$ cat config.mk
export PLATFORM = sky130hd
export DESIGN_NAME = scaled_trimmed_mean_filter
export DESIGN_NICKNAME = d
export VERILOG_FILES = /design/src/sv/stmf_pkg.sv /design/src/sv/stmf_div.sv /design/src/sv/scaled_trimmed_mean_filter.sv
export SDC_FILE = /design/constraint.sdc
export NUM_CORES = 2
export LEC_CHECK = 0
export BUFFER_PORTS_ARGS = -buffer_cell sky130_fd_sc_hd__buf_2
export CELL_PAD_IN_SITES_DETAIL_PLACEMENT = 0
export CELL_PAD_IN_SITES_GLOBAL_PLACEMENT = 1
export CORE_MARGIN = 2
export CORE_UTILIZATION = 45
export DETAILED_ROUTE_END_ITERATION = 16
export PLACE_DENSITY_LB_ADDON = 0.1
export RECOVER_POWER = 50
export SYNTH_ARGS = -nofsm -noshare
export SYNTH_HDL_FRONTEND = slang
export SYNTH_SLANG_ARGS = --single-unit
$ cat constraint.sdc
create_clock -name clk -period 6.91 [get_ports clk]
set_input_delay 0 -clock clk [delete_from_list [all_inputs] [get_ports clk]]
set_output_delay 0 -clock clk [all_outputs]
set_load 0.02 [all_outputs]
$ cat src/sv/stmf_pkg.sv
// shared constants and types for the scaled trimmed-mean filter
`timescale 1ns / 1ps
`default_nettype none

package stmf_pkg;

  localparam int DEF_WINDOW   = 8;
  localparam int DEF_CHANNELS = 4;

  localparam int CH_W    = 2;
  localparam int RAW_W   = 16;
  localparam int MULT_W  = 16;
  localparam int DIV_W   = 16;
  localparam int VAL_W   = 32;
  localparam int CFG_W   = 16;
  localparam int CFG_IDX_W = 1;

  // dividend width of the shared divider for the default window
  localparam int DEF_QW = 38;

  typedef enum logic [CFG_IDX_W-1:0] {
    REG_SCALE_MULT    = 1'b0,
    REG_SCALE_DIVISOR = 1'b1
  } cfg_reg_t;

endpackage

`default_nettype wire

$ cat src/sv/stmf_div.sv
// unsigned divider, two quotient bits per cycle
`timescale 1ns / 1ps
`default_nettype none

module stmf_div #(
  parameter int QW = stmf_pkg::DEF_QW
) (
  input  wire logic                       clk,
  input  wire logic                       rst_n,
  input  wire logic                       start,
  input  wire logic [QW-1:0]              dividend,
  input  wire logic [stmf_pkg::DIV_W-1:0] divisor,
  output logic                            done,
  output logic [QW-1:0]                   quotient
);
  import stmf_pkg::*;

  localparam int STEPS = QW / 2;
  localparam int CW    = $clog2(STEPS + 1);

  logic             busy_r;
  logic             done_r;
  logic [CW-1:0]    cnt_r;
  logic [DIV_W-1:0] rem_r;
  logic [DIV_W-1:0] dsr_r;
  logic [QW-1:0]    quo_r;

  logic [DIV_W:0]   t1, t2;
  logic             ge1, ge2;
  logic [DIV_W:0]   s1, s2;

  always_comb begin
    t1  = {rem_r, quo_r[QW-1]};
    ge1 = t1 >= {1'b0, dsr_r};
    s1  = ge1 ? t1 - {1'b0, dsr_r} : t1;
    t2  = {s1[DIV_W-1:0], quo_r[QW-2]};
    ge2 = t2 >= {1'b0, dsr_r};
    s2  = ge2 ? t2 - {1'b0, dsr_r} : t2;
  end

  always_ff @(posedge clk) begin
    if (!rst_n) begin
      busy_r <= 1'b0;
      done_r <= 1'b0;
      cnt_r  <= '0;
    end else begin
      done_r <= busy_r && !start && (cnt_r == CW'(1));
      if (start) begin
        busy_r <= 1'b1;
        cnt_r  <= CW'(STEPS);
        rem_r  <= '0;
        dsr_r  <= divisor;
        quo_r  <= dividend;
      end else if (busy_r) begin
        rem_r <= s2[DIV_W-1:0];
        quo_r <= {quo_r[QW-3:0], ge1, ge2};
        cnt_r <= cnt_r - CW'(1);
        if (cnt_r == CW'(1)) begin
          busy_r <= 1'b0;
        end
      end
    end
  end

  assign done     = done_r;
  assign quotient = quo_r;

endmodule

`default_nettype wire

$ cat src/sv/scaled_trimmed_mean_filter.sv
// top level: per-channel scaled olympic moving average over a ring memory
//
//  port group | dir | handshake         | contents
//  in_*       | in  | in_valid/in_stall | channel, raw sample, skip flag
//  out_*      | out | out_valid/out_stall | channel, filtered value
//  cfg_*      | in  | cfg_wr_en         | scale multiplier, scale divisor
//
// one word at a time: each word takes up to two passes through the shared
// two-bit-per-cycle divider (scaling, then the trimmed mean) and a one-read-per-cycle
// scan of the channel's ring memory.
// synchronous reset clears fill counts and ring positions; no memory clearing pass.
// a finished word waits in the output register while the next input word is taken.
`timescale 1ns / 1ps
`default_nettype none

module scaled_trimmed_mean_filter #(
  parameter int WINDOW   = stmf_pkg::DEF_WINDOW,
  parameter int CHANNELS = stmf_pkg::DEF_CHANNELS
) (
  input  wire logic                           clk,
  input  wire logic                           rst_n,
  input  wire logic                           in_valid,
  output logic                                in_stall,
  input  wire logic [stmf_pkg::CH_W-1:0]      in_channel,
  input  wire logic [stmf_pkg::RAW_W-1:0]     in_raw_sample,
  input  wire logic                           in_skip_sample,
  output logic                                out_valid,
  input  wire logic                           out_stall,
  output logic [stmf_pkg::CH_W-1:0]           out_channel,
  output logic signed [stmf_pkg::VAL_W-1:0]   out_filtered_value,
  input  wire logic                           cfg_wr_en,
  input  wire logic [stmf_pkg::CFG_IDX_W-1:0] cfg_index,
  input  wire logic [stmf_pkg::CFG_W-1:0]     cfg_wdata
);
  import stmf_pkg::*;

  localparam int DEPTH = CHANNELS * WINDOW;
  localparam int AW    = (DEPTH > 1) ? $clog2(DEPTH) : 1;
  localparam int PW    = (WINDOW > 1) ? $clog2(WINDOW) : 1;
  localparam int FW    = $clog2(WINDOW + 1);
  localparam int CIW   = (CHANNELS > 1) ? $clog2(CHANNELS) : 1;
  localparam int SW    = VAL_W + FW + 1;
  localparam int QW    = SW + (SW % 2);

  typedef enum logic [2:0] {
    S_IDLE, S_MUL, S_SCL, S_SDIV, S_WR, S_SCAN, S_TRIM, S_FIN
  } state_t;

  state_t state_r;
  logic   mdiv_r;

  // configuration
  logic signed [MULT_W-1:0] mult_r;
  logic [DIV_W-1:0]         divisor_r;

  always_ff @(posedge clk) begin
    if (!rst_n) begin
      mult_r    <= MULT_W'(1);
      divisor_r <= DIV_W'(1);
    end else if (cfg_wr_en) begin
      unique case (cfg_index)
        REG_SCALE_MULT:    mult_r    <= cfg_wdata[MULT_W-1:0];
        REG_SCALE_DIVISOR: divisor_r <= cfg_wdata[DIV_W-1:0];
        default: ;
      endcase
    end
  end

  // per-channel ring bookkeeping
  logic [PW-1:0] pos_r  [CHANNELS];
  logic [FW-1:0] fill_r [CHANNELS];

  // item registers
  logic [CH_W-1:0]         ch_r;
  logic [RAW_W-1:0]        raw_r;
  logic                    skip_r;
  logic signed [VAL_W:0]   prod_r;
  logic signed [VAL_W-1:0] scaled_r;
  logic signed [VAL_W-1:0] val_r;
  logic                    neg_r;

  // scan registers
  logic [FW-1:0]           iss_r;
  logic                    rv_r;
  logic [PW-1:0]           rp_r;
  logic                    found_r;
  logic signed [VAL_W-1:0] lo_r, hi_r;
  logic [PW-1:0]           lo_idx_r, hi_idx_r;
  logic signed [SW-1:0]    sum_r;

  // output register
  logic                    out_valid_r;
  logic [CH_W-1:0]         out_ch_r;
  logic signed [VAL_W-1:0] out_val_r;

  // divider
  logic             div_start_r;
  logic [QW-1:0]    div_dvd_r;
  logic [DIV_W-1:0] div_dsr_r;
  logic             div_done;
  logic [QW-1:0]    div_quo;

  stmf_div #(.QW(QW)) u_div (
    .clk      (clk),
    .rst_n    (rst_n),
    .start    (div_start_r),
    .dividend (div_dvd_r),
    .divisor  (div_dsr_r),
    .done     (div_done),
    .quotient (div_quo)
  );

  // ring memory
  logic signed [VAL_W-1:0] mem [DEPTH];
  logic signed [VAL_W-1:0] rdata_r;

  logic                    ch_ok;
  logic [CIW-1:0]          ch_idx;
  logic [AW-1:0]           base;
  logic [FW-1:0]           fill_cur;
  logic                    mem_we, mem_re;
  logic [AW-1:0]           waddr, raddr;
  logic [VAL_W:0]          pmag;
  logic [VAL_W-1:0]        q32;
  logic signed [VAL_W-1:0] qval;
  logic signed [SW-1:0]    lo_ext, hi_ext, tsum;
  logic [SW-1:0]           tmag;
  logic                    same_idx;
  logic [DIV_W-1:0]        tcnt;
  logic                    out_load;

  always_comb begin
    ch_ok    = int'(ch_r) < CHANNELS;
    ch_idx   = CIW'(ch_r);
    base     = AW'(int'(ch_idx) * WINDOW);
    fill_cur = fill_r[ch_idx];
    mem_we   = state_r == S_WR;
    mem_re   = (state_r == S_SCAN) && (iss_r < fill_cur);
    waddr    = base + AW'(pos_r[ch_idx]);
    raddr    = base + AW'(iss_r);
    pmag     = prod_r[VAL_W] ? -prod_r : prod_r;
    q32      = div_quo[VAL_W-1:0];
    qval     = neg_r ? -$signed(q32) : $signed(q32);
    lo_ext   = {{(SW-VAL_W){lo_r[VAL_W-1]}}, lo_r};
    hi_ext   = {{(SW-VAL_W){hi_r[VAL_W-1]}}, hi_r};
    same_idx = lo_idx_r == hi_idx_r;
    tsum     = same_idx ? sum_r - lo_ext : sum_r - lo_ext - hi_ext;
    tmag     = tsum[SW-1] ? -tsum : tsum;
    tcnt     = DIV_W'(int'(fill_cur) - (same_idx ? 1 : 2));
    out_load = (state_r == S_FIN) && (!out_valid_r || !out_stall);
  end

  always_ff @(posedge clk) begin
    if (mem_we) begin
      mem[waddr] <= scaled_r;
    end
    if (mem_re) begin
      rdata_r <= mem[raddr];
    end
  end

  always_ff @(posedge clk) begin
    if (!rst_n) begin
      state_r     <= S_IDLE;
      mdiv_r      <= 1'b0;
      out_valid_r <= 1'b0;
      div_start_r <= 1'b0;
      rv_r        <= 1'b0;
      for (int c = 0; c < CHANNELS; c++) begin
        pos_r[c]  <= '0;
        fill_r[c] <= '0;
      end
    end else begin
      if (out_load) begin
        out_valid_r <= 1'b1;
        out_ch_r    <= ch_r;
        out_val_r   <= val_r;
      end else if (out_valid_r && !out_stall) begin
        out_valid_r <= 1'b0;
      end
      unique case (state_r)
        S_IDLE: begin
          if (in_valid) begin
            ch_r    <= in_channel;
            raw_r   <= in_raw_sample;
            skip_r  <= in_skip_sample;
            state_r <= S_MUL;
          end
        end
        S_MUL: begin
          prod_r  <= $signed({1'b0, raw_r}) * mult_r;
          iss_r   <= '0;
          found_r <= 1'b0;
          rv_r    <= 1'b0;
          priority if (!ch_ok) begin
            val_r   <= '0;
            state_r <= S_FIN;
          end else if (skip_r) begin
            state_r <= S_SCAN;
          end else begin
            state_r <= S_SCL;
          end
        end
        S_SCL: begin
          if (divisor_r == '0) begin
            scaled_r <= '0;
            state_r  <= S_WR;
          end else begin
            div_start_r <= 1'b1;
            div_dvd_r   <= QW'(pmag[VAL_W-1:0]);
            div_dsr_r   <= divisor_r;
            neg_r       <= prod_r[VAL_W];
            mdiv_r      <= 1'b0;
            state_r     <= S_SDIV;
          end
        end
        S_SDIV: begin
          div_start_r <= 1'b0;
          if (div_done) begin
            if (mdiv_r) begin
              val_r   <= qval;
              state_r <= S_FIN;
            end else begin
              scaled_r <= qval;
              state_r  <= S_WR;
            end
          end
        end
        S_WR: begin
          pos_r[ch_idx] <= (pos_r[ch_idx] == PW'(WINDOW - 1)) ? '0
                           : pos_r[ch_idx] + PW'(1);
          if (fill_r[ch_idx] < FW'(WINDOW)) begin
            fill_r[ch_idx] <= fill_r[ch_idx] + FW'(1);
          end
          state_r <= S_SCAN;
        end
        S_SCAN: begin
          if (mem_re) begin
            iss_r <= iss_r + FW'(1);
            rp_r  <= PW'(iss_r);
            rv_r  <= 1'b1;
          end else begin
            rv_r <= 1'b0;
          end
          if (rv_r) begin
            if (!found_r) begin
              found_r  <= 1'b1;
              lo_r     <= rdata_r;
              hi_r     <= rdata_r;
              lo_idx_r <= rp_r;
              hi_idx_r <= rp_r;
              sum_r    <= {{(SW-VAL_W){rdata_r[VAL_W-1]}}, rdata_r};
            end else begin
              if (rdata_r < lo_r) begin
                lo_r     <= rdata_r;
                lo_idx_r <= rp_r;
              end
              if (rdata_r > hi_r) begin
                hi_r     <= rdata_r;
                hi_idx_r <= rp_r;
              end
              sum_r <= sum_r + {{(SW-VAL_W){rdata_r[VAL_W-1]}}, rdata_r};
            end
          end
          if (!mem_re && !rv_r) begin
            state_r <= S_TRIM;
          end
        end
        S_TRIM: begin
          if (!found_r || tcnt == '0) begin
            val_r   <= '0;
            state_r <= S_FIN;
          end else begin
            div_start_r <= 1'b1;
            div_dvd_r   <= QW'(tmag);
            div_dsr_r   <= tcnt;
            neg_r       <= tsum[SW-1];
            mdiv_r      <= 1'b1;
            state_r     <= S_SDIV;
          end
        end
        S_FIN: begin
          if (out_load) begin
            state_r <= S_IDLE;
          end
        end
        default: state_r <= S_IDLE;
      endcase
    end
  end

  assign in_stall           = state_r != S_IDLE;
  assign out_valid          = out_valid_r;
  assign out_channel        = out_ch_r;
  assign out_filtered_value = out_val_r;

endmodule

`default_nettype wire
# Word level (Yosys, flattened, before mapping)
# Memories as Yosys holds them, arrays and structs flattened. A register that Yosys moved wholly into a read port is not among the register bits.
# Index checks and enable logic that the tools add are counted.
classes:
  reduce_logical: 47
  n_mux: 81
  order_cmp: 6
  bitwise_logic: 2
  n_addsub: 15
  multipliers: 1
  n_eq_ne: 24
op_table:
  columns: ["cell", "count"]
  rows:
  - ["$mux 32", 12]
  - ["$mux 38", 4]
  - ["$pmux 32 s2", 2]
  - ["$mux 37", 3]
  - ["$mux 16", 5]
  - ["$pmux 38 s2", 1]
  - ["$sub 37x32->37", 2]
  - ["$neg 32->32", 2]
  - ["$mux 3", 13]
  - ["$add 37x37->37", 1]
  - ["$neg 37->37", 1]
  - ["$ge 17x16->1", 2]
  - ["$mul 17x16->33", 1]
  - ["$gt 32x32->1", 1]
  - ["$logic_not 16->1", 2]
  - ["$lt 32x32->1", 1]
  - ["$pmux 16 s2", 1]
  - ["$sub 16x16->16", 2]
  - ["$pmux 3 s8", 1]
  - ["$mux 1", 23]
  - ["$reduce_and 3->1", 7]
  - ["$ne 2x2->1 const B", 10]
  - ["$reduce_and 4->1", 4]
  - ["$eq 3x3->1 const B", 5]
  - ["31 further kinds", 70]
totals:
  word_cells: 212
  out_inout_bits: 36
  mem_bits_rw: 1052
  memories: 3
  input_bits: 41
  register_bits: 436
mem_list:
  columns: ["memory", "depth", "word_bits", "rd", "rd_ports_with_merged_regs", "wr", "line_no", "text"]
  rows:
  - ["mem", 32, 32, 1, 1, 1, "scaled_trimmed_mean_filter.sv:114", "logic signed [VAL_W-1:0] mem [DEPTH];"]
  - ["fill_r", 4, 4, 1, 1, 4, "scaled_trimmed_mean_filter.sv:71", "logic [FW-1:0] fill_r [CHANNELS];"]
  - ["pos_r", 4, 3, 1, 1, 4, "scaled_trimmed_mean_filter.sv:70", "logic [PW-1:0] pos_r [CHANNELS];"]

# Longest topological paths before layout
depth:
  depth_word: 7
  depth_mapped: 28
  mapped_depth_nobuf: 27

# Hierarchy
# A second synthesis with hierarchy kept.
hier_totals:
  cells_unflattened: 5327
  hier_area_um2: 77643.2
by_module_without_submodules:
  columns: ["mod", "cells_each", "area_each_um2", "seq_area_each_um2", "instances"]
  rows:
  - ["scaled_trimmed_mean_filter", 4896, 72713.5, 42951.2, 1]
  - ["stmf_div", 431, 4929.7, 2242.2, 1]

# Least setup slack after synthesis
# Ideal clock, no wire load.
synth_path:
  path_kind: "reg-to-reg"
  startpoint: "register mult_r[4]"
  endpoint: "register prod_r[31], data pin"
  n_path_buf: 2
  setup_time_ns: 0.258
  setup_slack_ns: 0.572
  required_ns: 6.652
  stages_incl_launch_ff: 27
  t_arrival_ns: 6.080
  synth_period_minus_slack_ns: 6.338
  cell_sequence: "dfxtp_1 > clkbuf_1 > clkbuf_1 > nand2_1 > fa_1 > inv_1 > fa_1 > inv_1 > fa_1 > fa_1 > inv_1 > fa_1 > inv_1 > fa_1 > inv_1 > ha_1 > o21ai_0 > nor2b_1 > or2_2 > nor2_1 > nor4b_1 > nor2_1 > a41oi_1 > a31oi_1 > a211o_1 > a21oi_1 > xnor2_1"
synth_between:
  elab_chain_len: 1
synth_lines:
  columns: ["item", "line_no", "text"]
  rows:
  - ["start, declared", "scaled_trimmed_mean_filter.sv:53", "logic signed [MULT_W-1:0] mult_r;"]
  - ["start signal, assigned", "scaled_trimmed_mean_filter.sv:62", "REG_SCALE_MULT: mult_r <= cfg_wdata[MULT_W-1:0];"]
  - ["$mul 17x16->33", "scaled_trimmed_mean_filter.sv:191", "prod_r <= $signed({1'b0, raw_r}) * mult_r;"]
  - ["end signal, assigned", "scaled_trimmed_mean_filter.sv:191", null]
  - ["end, declared", "scaled_trimmed_mean_filter.sv:77", "logic signed [VAL_W:0] prod_r;"]
# Every way passes these cells.
# A chain may end at the register's enable or synchronous reset.

# Worst setup path in the final report
layout_path:
  startpoint: "register raw_r[7]"
  endpoint: "register prod_r[32], data pin"
layout_between:
  elab_chain_len: 1
layout_lines:
  columns: ["item", "line_no", "text"]
  rows:
  - ["start, declared", "scaled_trimmed_mean_filter.sv:75", "logic [RAW_W-1:0] raw_r;"]
  - ["start signal, assigned", "scaled_trimmed_mean_filter.sv:185", "raw_r <= in_raw_sample;"]
  - ["$mul 17x16->33", "scaled_trimmed_mean_filter.sv:191", null]
# Every way passes these cells.

==> results.cfg <==
[yosys]
postSynthCellCount = 5303
synth-seq-area-share = 0.5841
synthArstFlopShare = 0
synthesis.area_um2 = 77370
synth-seq-cells = 1521
synth_edf_count = 1473
synth.distinct_cells = 84
ys_warn_count = 0
yosys-top-cells-area = edfxtp_1 (57%), mux4_2 (9.5%), ha_1 (5.5%)
ys.flop_type = edfxtp_1
synth_nets = 5887
postSynthAreaPerCell_um2 = 14.59
yosys.area.top_type_share = 0.5717
synth_top_cell_by_area = edfxtp_1

[floorplan]
core_area_um2 = 171200
dieHeight_um = 418.7
die_area_um2 = 175300
start_util = 0.4520
io_pins = 77
die_w_um = 418.7
row_count = 152

[power]
total_power_mw = 25.22
ir_drop_v = 0.0002891
leakage_nw = 31.38
p_per_area_nw_per_um2 = 288.0

[route]
vias = 45795
finalWirelength_mm = 213.5
drtPass1Iterations = 5
avgViaCountPerCell = 5.763
drtIter0Drc = 4427
ant_nets = 0
post-route-drc-count = 0
wl_per_cell_um = 26.87

[sta]
period_share = 0.9532
max_freq_mhz = 151.8
finalWorstSetupSlack_ns = 0.3237
slew_viol_final = 373
worst_pin_slew_ns = 3.660
period_minus_slack_ns = 6.586
relSlewSlack = -1.440
hold_violations = 0
fin_skew_ns = 0.07336
setup_viol = 0

[worst_setup_path]
arrival_ns = 7.16
ff2ff_setup_slack_ns = 0.32
cp-end-kind = flip-flop
path_class = flip-flop to flip-flop
cp-start-kind = flip-flop
worstPathMaxFanout = 7
required_ns = 7.48

[clocking]
cts-htree-levels = 4
cts_sinks = 1521
cts_made_buffers = 166
cts_tree = done
clkLatencyLatePin_ns = 0.83
cts_root_buf = clkbuf_16
ctsLongestPathBuffers = 3
cts.reportedPaths.clkPinSlew_ns = 0.06

[final_layout]
final_common_cell = edfxtp_1
area_growth_pct = 13.20
stdcell_count = 7946
n_fill_cell = 14437
finalNetCount = 6160
layout-drive-gt1-share = 0.1628
final_cell_mix = edfxtp_1 (1473), inv_1 (400), nand2_1 (393), ha_1 (342), mux4_2 (327)

[place]
dp_hpwl_mm = 139.9
dp_cells = 7532
port_buffers = 76
gp_congestion = 0.8579
post-place-ws_ns = 0.01960

[status]
violations = capacitance limit, slew limit
status = finished, violations left

[grt]
grt_pass1_vias = 46037
grt_pass1_wl_mm = 312.2
grt-ovfl-total = 0
grt_use_total = 0.2448
antenna_found_initial = 12
grt_max_degree = 140

[hold_path]
min_path_type = input port to flip-flop

[flow_run]
cap_viol_max_count = 8
-- critical path: stages (launching register included) --
cell and delay [ns]:
edfxtp_1 0.54, buf_4 0.21, nand2_1 0.07, fa_1 0.50, inv_1 0.06, fa_1 0.40
inv_1 0.11, fa_1 0.42, fa_1 0.55, inv_1 0.05, fa_1 0.47, inv_1 0.05
fa_1 0.47, inv_1 0.04, ha_1 0.28, buf_4 0.15, a21o_1 0.16, a21oi_1 0.26
o21ai_0 0.11, o21ba_2 0.25, a21oi_1 0.13, a41oi_2 0.29, a31oi_1 0.16, a211oi_2 0.33
a21oi_1 0.12, xnor2_1 0.14
-- final cells by class --
| cell class | instances | area [µm²] | share of cell area |
|---|---|---|---|
| antenna | 1 | 2.502 | 0.00002857 |
| multi-input combinational | 3168 | 30240 | 0.3453 |
| sequential | 1521 | 45200 | 0.5161 |
| clock inverter | 86 | 983.4 | 0.01123 |
| tap | 2233 | 2794 | 0.03190 |
| timing repair buffer | 316 | 2406 | 0.02747 |
| clock buffer | 218 | 4442 | 0.05071 |
| inverter | 403 | 1513 | 0.01727 |
-- logic make-up after synthesis --
family,Yosys count,share of synthesized area
flops,1521,0.5841
simple gates,1145,0.07109
compound gates,778,0.06599
buf+inv,614,0.03018
fa+ha+maj,543,0.1072
mux,456,0.1136
xor+xnor,246,0.02785
-- per-stage QoR --
stage / instance area, µm² / utilization / setup TNS [ns] / hold slack, ns
2_1_floorplan: 77370 / - / 0 / 0.09887
3_3_place_gp: 81160 / 0.4741 / 0 / 0.1829
3_5_place_dp: 81160 / 0.4741 / 0 / 0.1833
4_1_cts: 87600 / 0.5118 / 0 / 0.01602
5_1_grt: 87580 / 0.5117 / -0.001383 / 0.04398
6_report: 87580 / 0.5117 / 0 / 0.07338
-- state kept, by name, summed over array words and instances (netlist names), 33 cells and up, named ones only --
name and count:
mem 1024, u_div.quotient 38, div_dvd_r 37, sum_r 37, prod_r 33
-- metal layers --
layer / wire, µm / global-route usage / share of wire / vias to the layer above
met1: 93740 / 0.3482 / 0.44 / 23834
met5: 0 / 0 / 0 / -
met3: 12930 / 0.04191 / 0.061 / 244
met4: 4815 / 0.05782 / 0.023 / 0
met2: 102000 / 0.3937 / 0.48 / 1261
li1: - / - / - / 20456
-- cells in the mapped netlist, types with 9 or more instances --
library cell	n
a211oi_1	16
a21boi_0	43
a21o_1	121
a21oi_1	211
a31oi_1	27
a32o_1	12
and2_1	120
and3_1	30
buf_1	29
clkbuf_1	172
dfxtp_1	48
edfxtp_1	1473
fa_1	200
ha_1	343
inv_1	400
mux2_2	106
mux2i_1	23
mux4_2	327
nand2_1	394
nand2b_1	45
nand3_1	50
nand4_1	42
nor2_1	285
nor2b_1	28
nor3_1	41
nor4_1	17
o211ai_1	19
o21a_1	32
o21ai_0	144
o21ai_1	12
o21bai_1	20
o22ai_1	9
o31ai_1	30
o41ai_1	11
or2_2	18
or3_1	26
or4_1	9
xnor2_1	148
xor2_1	98
-- timing repair --
action,in CTS,in global routing
endpoints found under the hold margin,85,0
endpoints found under the setup margin,0,46
setup buffers,0,7
resized for setup,0,16
hold buffers,102,0
-- power breakdown --
part           switching (mW)  internal [mW]  leakage, nW
Combinational            3.13           2.30         15.2
Clock                    3.81           5.03         2.62
Sequential              0.323           10.6         13.5
Total                    7.26           18.0         31.4
-- path summary, 6_finish.rpt --
kind                                     from                     end  cells past startpoint
worst max-delay path                 raw_r[7]              prod_r[32]                     25
worst min-delay path            cfg_wdata[15]              mult_r[15]                      4
worst max register to register       raw_r[7]              prod_r[32]                     25
worst min register to register      val_r[26]  out_filtered_value[26]                      0
No activity file was read; power rests on OpenSTA's default activity.
